## config.mk

```make
export PLATFORM = sky130hd
export DESIGN_NAME = bitmap_first_free_allocator
export DESIGN_NICKNAME = d
export VERILOG_FILES = /design/src/rtl/bfa_pkg.sv /design/src/rtl/bfa_ram.sv /design/src/rtl/bitmap_first_free_allocator.sv
export SDC_FILE = /design/constraint.sdc
export NUM_CORES = 2
export LEC_CHECK = 0
export BUFFER_PORTS_ARGS = -buffer_cell sky130_fd_sc_hd__buf_4
export CORE_UTILIZATION = 51
export CTS_CLUSTER_DIAMETER = 100
export DETAILED_ROUTE_END_ITERATION = 8
export PLACE_DENSITY = 0.67
export SYNTH_ARGS = -nofsm -noshare
export SYNTH_HDL_FRONTEND = slang
export SYNTH_SLANG_ARGS = --single-unit
```

## constraint.sdc

```tcl
create_clock -name clk -period 12.1 [get_ports clk]
set_input_delay 2.42 -clock clk [delete_from_list [all_inputs] [get_ports clk]]
set_output_delay 2.42 -clock clk [all_outputs]
set_load 0.005 [all_outputs]
```

## src/rtl/bfa_pkg.sv

```systemverilog
// shared types, codes and the lowest-free-bit search for the bitmap allocator
package bfa_pkg;

    localparam int WORD_W = 32;
    localparam int BIT_W = 5;
    localparam int FREE_W = 11;
    localparam int INDEX_W = 10;
    localparam logic [FREE_W-1:0] FREE_MAX = 11'h7FF;

    localparam logic [1:0] CMD_ALLOC = 2'd0;
    localparam logic [1:0] CMD_LOAD = 2'd1;
    localparam logic [1:0] CMD_SET = 2'd2;

    localparam logic [1:0] STAT_ALLOC = 2'd0;
    localparam logic [1:0] STAT_FULL = 2'd1;
    localparam logic [1:0] STAT_DONE = 2'd2;

    typedef enum logic [1:0] {
        S_CLEAR,
        S_IDLE,
        S_SCAN
    } state_t;

    typedef struct packed {
        logic             hit;
        logic [BIT_W-1:0] pos;
    } find_t;

    // lowest set bit of a word of candidate free bits
    function automatic find_t find_low(input logic [WORD_W-1:0] cand);
        find_t res;
        res.hit = 1'b0;
        res.pos = '0;
        for (int i = WORD_W - 1; i >= 0; i--)
        begin
            if (cand[i])
            begin
                res.hit = 1'b1;
                res.pos = BIT_W'(i);
            end
        end
        return res;
    endfunction

endpackage

```

## src/rtl/bfa_ram.sv

```systemverilog
// generic single-write, single-read ram with registered read data
module bfa_ram #(
    parameter int WIDTH = 32,
    parameter int DEPTH = 32
) (
    input  logic                                    clk,
    input  logic                                    we,
    input  logic [(DEPTH > 1 ? $clog2(DEPTH) : 1)-1:0] waddr,
    input  logic [WIDTH-1:0]                        wdata,
    input  logic [(DEPTH > 1 ? $clog2(DEPTH) : 1)-1:0] raddr,
    output logic [WIDTH-1:0]                        rdata
);

    logic [WIDTH-1:0] mem [DEPTH];
    logic [WIDTH-1:0] rdata_reg;

    always_ff @(posedge clk)
    begin
        if (we)
        begin
            mem[waddr] <= wdata;
        end
        rdata_reg <= mem[raddr];
    end

    assign rdata = rdata_reg;

endmodule

```

## src/rtl/bitmap_first_free_allocator.sv

```systemverilog
// bitmap allocator top level: command sequencer, word scan and apb register
// One command per start transfer while busy is low; each command gives one result on
// done for a single cycle, and the receiver cannot stall it. Load, set-count and an
// allocate with a zero search length finish without a scan; done is registered and
// rises in the cycle after the command is taken. An allocate reads one bitmap word
// per cycle from the single read port of the bitmap ram and checks it with one 32-bit
// free-bit search: it stays busy until it claims a bit (write-back of the claimed word
// happens in its last scan cycle) or until the searched bytes are all taken. After
// reset a clearing pass writes every bitmap word to zero, one word a cycle, with busy
// high; register writes are taken throughout.
module bitmap_first_free_allocator #(
    parameter int MAP_WORDS = 32
) (
    input  logic        clk,
    input  logic        rst_n,
    input  logic        start,
    output logic        busy,
    input  logic [1:0]  command,
    input  logic [4:0]  word_index,
    input  logic [31:0] word_data,
    output logic        done,
    output logic [1:0]  status,
    output logic [9:0]  alloc_index,
    output logic [10:0] free_left,
    input  logic        psel,
    input  logic        penable,
    input  logic        pwrite,
    input  logic [2:0]  paddr,
    input  logic [31:0] pwdata,
    output logic [31:0] prdata,
    output logic        pready
);

    import bfa_pkg::*;

    localparam int AW = (MAP_WORDS > 1) ? $clog2(MAP_WORDS) : 1;
    localparam logic [12:0] LEN_MAX = 13'(4 * MAP_WORDS);
    localparam logic [AW-1:0] LAST_WORD = AW'(MAP_WORDS - 1);
    localparam logic [10:0] WORDS_LIM = 11'(MAP_WORDS);

    state_t               state_reg, state_next;
    logic [AW-1:0]        word_reg, word_next;
    logic [7:0]           bytes_left_reg, bytes_left_next;
    logic [FREE_W-1:0]    free_count_reg, free_count_next;
    logic [7:0]           search_len_reg;
    logic                 done_reg, done_next;
    logic [1:0]           status_reg, status_next;
    logic [INDEX_W-1:0]   index_reg, index_next;

    logic                 ram_we;
    logic [AW-1:0]        ram_waddr;
    logic [WORD_W-1:0]    ram_wdata;
    logic [AW-1:0]        ram_raddr;
    logic [WORD_W-1:0]    ram_rdata;

    logic                 accept;
    logic                 cfg_write;
    logic [7:0]           len_clamp;
    logic [AW+4:0]        widx_wide;
    logic                 widx_ok;
    logic [WORD_W-1:0]    span_mask;
    find_t                find;
    logic [AW+4:0]        pos_full;
    logic [AW+14:0]       pos_pad;
    logic [FREE_W-1:0]    set_value;

    bfa_ram #(
        .WIDTH(WORD_W),
        .DEPTH(MAP_WORDS)
    ) u_map (
        .clk  (clk),
        .we   (ram_we),
        .waddr(ram_waddr),
        .wdata(ram_wdata),
        .raddr(ram_raddr),
        .rdata(ram_rdata)
    );

    // apb register
    assign cfg_write = psel && penable && pwrite && pready;
    assign pready = 1'b1;
    assign prdata = (paddr[2] == 1'b0) ? {24'd0, search_len_reg} : 32'd0;

    always_ff @(posedge clk or negedge rst_n)
    begin
        if (!rst_n)
        begin
            search_len_reg <= 8'd128;
        end
        else if (cfg_write && (paddr[2] == 1'b0))
        begin
            search_len_reg <= pwdata[7:0];
        end
    end

    assign accept = start && !busy;
    assign len_clamp = ({5'd0, search_len_reg} > LEN_MAX) ? LEN_MAX[7:0] : search_len_reg;
    assign widx_wide = {AW'(0), word_index};
    assign widx_ok = ({6'd0, word_index} < WORDS_LIM);
    assign set_value = (word_data > 32'(FREE_MAX)) ? FREE_MAX : word_data[FREE_W-1:0];

    always_comb
    begin
        case (bytes_left_reg)
            8'd1: span_mask = 32'h0000_00FF;
            8'd2: span_mask = 32'h0000_FFFF;
            8'd3: span_mask = 32'h00FF_FFFF;
            default: span_mask = 32'hFFFF_FFFF;
        endcase
    end

    assign find = find_low(~ram_rdata & span_mask);
    assign pos_full = {word_reg, find.pos};
    assign pos_pad = {10'd0, pos_full};

    always_comb
    begin
        state_next = state_reg;
        word_next = word_reg;
        bytes_left_next = bytes_left_reg;
        free_count_next = free_count_reg;
        done_next = 1'b0;
        status_next = status_reg;
        index_next = index_reg;
        ram_we = 1'b0;
        ram_waddr = word_reg;
        ram_wdata = ram_rdata | (WORD_W'(1) << find.pos);
        ram_raddr = AW'(word_reg + AW'(1));
        busy = 1'b1;

        case (state_reg)
            S_CLEAR:
            begin
                ram_we = 1'b1;
                ram_wdata = '0;
                word_next = AW'(word_reg + AW'(1));
                if (word_reg == LAST_WORD)
                begin
                    word_next = '0;
                    state_next = S_IDLE;
                end
            end

            S_IDLE:
            begin
                busy = 1'b0;
                ram_raddr = '0;
                if (accept)
                begin
                    index_next = '0;
                    status_next = STAT_DONE;
                    done_next = 1'b1;
                    case (command)
                        CMD_ALLOC:
                        begin
                            if (len_clamp == 8'd0)
                            begin
                                status_next = STAT_FULL;
                            end
                            else
                            begin
                                done_next = 1'b0;
                                word_next = '0;
                                bytes_left_next = len_clamp;
                                state_next = S_SCAN;
                            end
                        end
                        CMD_LOAD:
                        begin
                            ram_we = widx_ok;
                            ram_waddr = widx_wide[AW-1:0];
                            ram_wdata = word_data;
                        end
                        CMD_SET:
                        begin
                            free_count_next = set_value;
                        end
                        default:
                        begin
                        end
                    endcase
                end
            end

            S_SCAN:
            begin
                if (find.hit)
                begin
                    ram_we = 1'b1;
                    if (free_count_reg != '0)
                    begin
                        free_count_next = free_count_reg - FREE_W'(1);
                    end
                    status_next = STAT_ALLOC;
                    index_next = pos_pad[INDEX_W-1:0];
                    done_next = 1'b1;
                    state_next = S_IDLE;
                end
                else if (bytes_left_reg <= 8'd4)
                begin
                    status_next = STAT_FULL;
                    index_next = '0;
                    done_next = 1'b1;
                    state_next = S_IDLE;
                end
                else
                begin
                    word_next = AW'(word_reg + AW'(1));
                    bytes_left_next = bytes_left_reg - 8'd4;
                end
            end

            default:
            begin
                state_next = S_IDLE;
            end
        endcase
    end

    always_ff @(posedge clk or negedge rst_n)
    begin
        if (!rst_n)
        begin
            state_reg <= S_CLEAR;
            word_reg <= '0;
            bytes_left_reg <= '0;
            free_count_reg <= '0;
            done_reg <= 1'b0;
            status_reg <= STAT_DONE;
            index_reg <= '0;
        end
        else
        begin
            state_reg <= state_next;
            word_reg <= word_next;
            bytes_left_reg <= bytes_left_next;
            free_count_reg <= free_count_next;
            done_reg <= done_next;
            status_reg <= status_next;
            index_reg <= index_next;
        end
    end

    assign done = done_reg;
    assign status = status_reg;
    assign alloc_index = index_reg;
    assign free_left = free_count_reg;

    // a result is only ever shown while a new transfer can be taken
    a_done_idle: assert property (@(posedge clk) disable iff (!rst_n)
        done |-> !busy)
        else $error("result strobe while busy");

    a_index_zero: assert property (@(posedge clk) disable iff (!rst_n)
        (done && (status != STAT_ALLOC)) |-> (alloc_index == 10'd0))
        else $error("index not zero without allocation");

    a_free_dec: assert property (@(posedge clk) disable iff (!rst_n)
        (done && (status == STAT_ALLOC) && ($past(free_left) != 11'd0))
        |-> (free_left == ($past(free_left) - 11'd1)))
        else $error("free counter not decremented on allocation");

    a_scan_range: assert property (@(posedge clk) disable iff (!rst_n)
        (state_reg == S_SCAN) |-> (16'(word_reg) < 16'(MAP_WORDS)))
        else $error("scan beyond bitmap");

endmodule
```

==> flow_summary.toml <==
[logic_synthesis]
yosys-top-cells-area = "edfxtp_1, mux4_2, o221ai_1, dfrtp_1, o22ai_1"
syn_inst = 2534
yosysMostFrequentCell = "edfxtp_1"
ys_seq_elements = 1103
synth-main-ff-cell = "edfxtp_1"
yosys.area.top_type_share_pct = 70.4
avgSynthCellArea_um2 = 17.2
syn-cell-area_um2 = 43700
async_flop_share_pct = 4.26
synth_cell_types = 77
yosysSeqAreaShare_pct = 74.6
yosysTopAreaCell = "edfxtp_1"
synth_edf_count = 1024
synth_warnings = 0
yosys-top-cells-count = "edfxtp_1, nand2_1, mux4_2"

[global_routing]
globalRouteOverflowTotal = 0
grt_antenna_before_repair = 2
grt_max_degree = 174
grt_pass1_wl_um = 163000
track_usage_pct = 25.8
first_global_vias = 25008

[timing]
setup_tns_ps = 0
worst_slew_pin_slew_ps = 1410
fmax_ghz = 0.191
fin_worst_skew_ps = 31.8
rsz0062_at_grt = "no"
finalHoldViolCount = 0
finalCritPeriodShare_pct = 43.2
whs_ps = 483
slew_headroom_pct = 6.07
post-route-min-period_ps = 5230
slew_viol_final = 0
setup_viol = 0

[routing]
antenna_left = 0
routedWlPerCell_um = 28.9
drt_iter0_markers = 2977
routed_wl_um = 112000
vias = 25287
drc = 0
vias_per_cell = 6.55
drt_first_pass_iters = 8

[power]
ir_drop_uv = 237
powerDensity_nw_per_um2 = 266
finalPower_mw = 13.2
p_leak_nw = 15.7

[die]
die_w_um = 295
die_h_um = 295
fp.dieArea_um2 = 86800
start_util_pct = 51.8
core-area_um2 = 84200
ioPinCount = 138
rows = 106

[setup_path]
endpoint_kind = "output pin"
cp.required_ps = 9680
crit_slowest_cell = "buf_4"
path_buf_inv = 2
worstSetupPathType = "in2out"
cp_data_arrival_time_ps = 2810
cpPeakStageDelay_ps = 140
crit_fanout = 9
crit_chain = "buf_4 > nor2b_1 > buf_4"
cp_top_family = "buffers and inverters"
path_common_cell = "buf_4"
crit_path_start_kind = "input port"

[layout]
largest_reg_flops = 1024
nets = 2725
area_delta_synth_final_pct = 13.9
antenna_cells = 0
post_route_cells_drive_above_1_share_pct = 21.5

[outcome]
status = "complete, no violations"

[placement]
place_hpwl_um = 62200
port_buffers = 86
place_congestion = 0.907

[clock_tree]
numCtsBuffers = 109
clkTransAtPathRegs_ps = 70
ctsResizeCount = 0
cts_tree = "built"
clockRootBuffer = "clkbuf_16"
cts_setup_buffers = 0
cts_buffer_depth = 3
holdBufCountCts = 0
cts_htree_levels = 3
cts.sinks = 1103
clk_latency_ps = 680

[worst_hold_path]
hold_path_class = "reg2reg"

[run]
maxCapViolations = 0
## final timing paths
check,start,cells after the start,to,slack [ps]
hold / removal,alloc_index[3],2,alloc_index[3],480
min in group asynchronous,rst_n,1,free_left[9],1760
setup reg to reg,state_reg[1],10,u_map.rdata[17],7480
max in group asynchronous,rst_n,1,word_reg[1],9900
hold reg to reg,alloc_index[3],2,alloc_index[3],480
setup / recovery,paddr[2],3,prdata[5],6870
## worst min-delay path: cells and delay by family, from the launching register on
family / cells / cell delay, ps
simple gates: 1 / 50
flops: 1 / 350
compound gates: 1 / 60
## stage by stage
step	area (um2)	util [%]	std cells	worst slack (ps)
after floorplan	43700	-	2557	5540
after global placement	45900	54.6	3657	6500
after detailed placement	45900	54.6	3657	6460
after CTS	49700	59.0	3861	6850
after global routing	49700	59.1	3862	6850
final	49700	59.1	3862	6870
## power breakdown
| part | total (mW) | leakage, nW | switching (mW) | internal (mW) |
|---|---|---|---|---|
| clock network | 3.51 | 1.85 | 1.43 | 2.09 |
| registers | 5.50 | 10.1 | 0.205 | 5.29 |
| logic | 4.24 | 3.75 | 2.83 | 1.41 |
## cell type report
| class | count | area [um2] |
|---|---|---|
| Fill cell | 6022 | 34500 |
| Timing Repair Buffer | 161 | 1280 |
| Sequential cell | 1103 | 32600 |
| Multi-Input combinational cell | 1236 | 10600 |
| Tap cell | 1134 | 1420 |
| Clock buffer | 132 | 2880 |
| Inverter | 24 | 97.6 |
| Clock inverter | 72 | 888 |
## cells in the final DEF (no fill, tap or decap), types with 16 or more instances in the layout
cell	count
nand3_1	24
nor2_1	37
o211ai_1	69
mux4_2	160
o21ai_1	32
bufinv_16	18
inv_1	22
clkbuf_16	109
a21oi_1	48
o22ai_1	130
clkbuf_1	16
dfrtp_1	45
buf_4	155
dfxtp_1	32
o221ai_1	130
a31oi_1	43
edfxtp_1	1024
o21ai_0	113
nand2_1	158
clkinv_1	20
conb_1	25
nor2_4	25
clkinv_2	23
a22oi_1	28
## layer usage
metal  vias to the layer above  GRT usage (%)  share of wire [%]
met4                         0           9.71                3.6
met5                         -              0                  0
met2                      1377           41.5                 48
li1                      10656              -                  -
met1                     13021           35.9                 39
met3                       233           4.08                9.3
## cells by family after synthesis
| kind of cell | count (synthesis) | synth area share, % |
|---|---|---|
| other cells | 2 | 0.0172 |
| fa+ha+maj | 10 | 0.287 |
| mux | 170 | 8.51 |
| flops | 1103 | 74.6 |
| xor+xnor | 1 | 0.0201 |
| buf+inv | 218 | 2.23 |
| compound gates | 668 | 10.4 |
| simple gates | 362 | 3.95 |
Power figures use the tool's default switching activity.
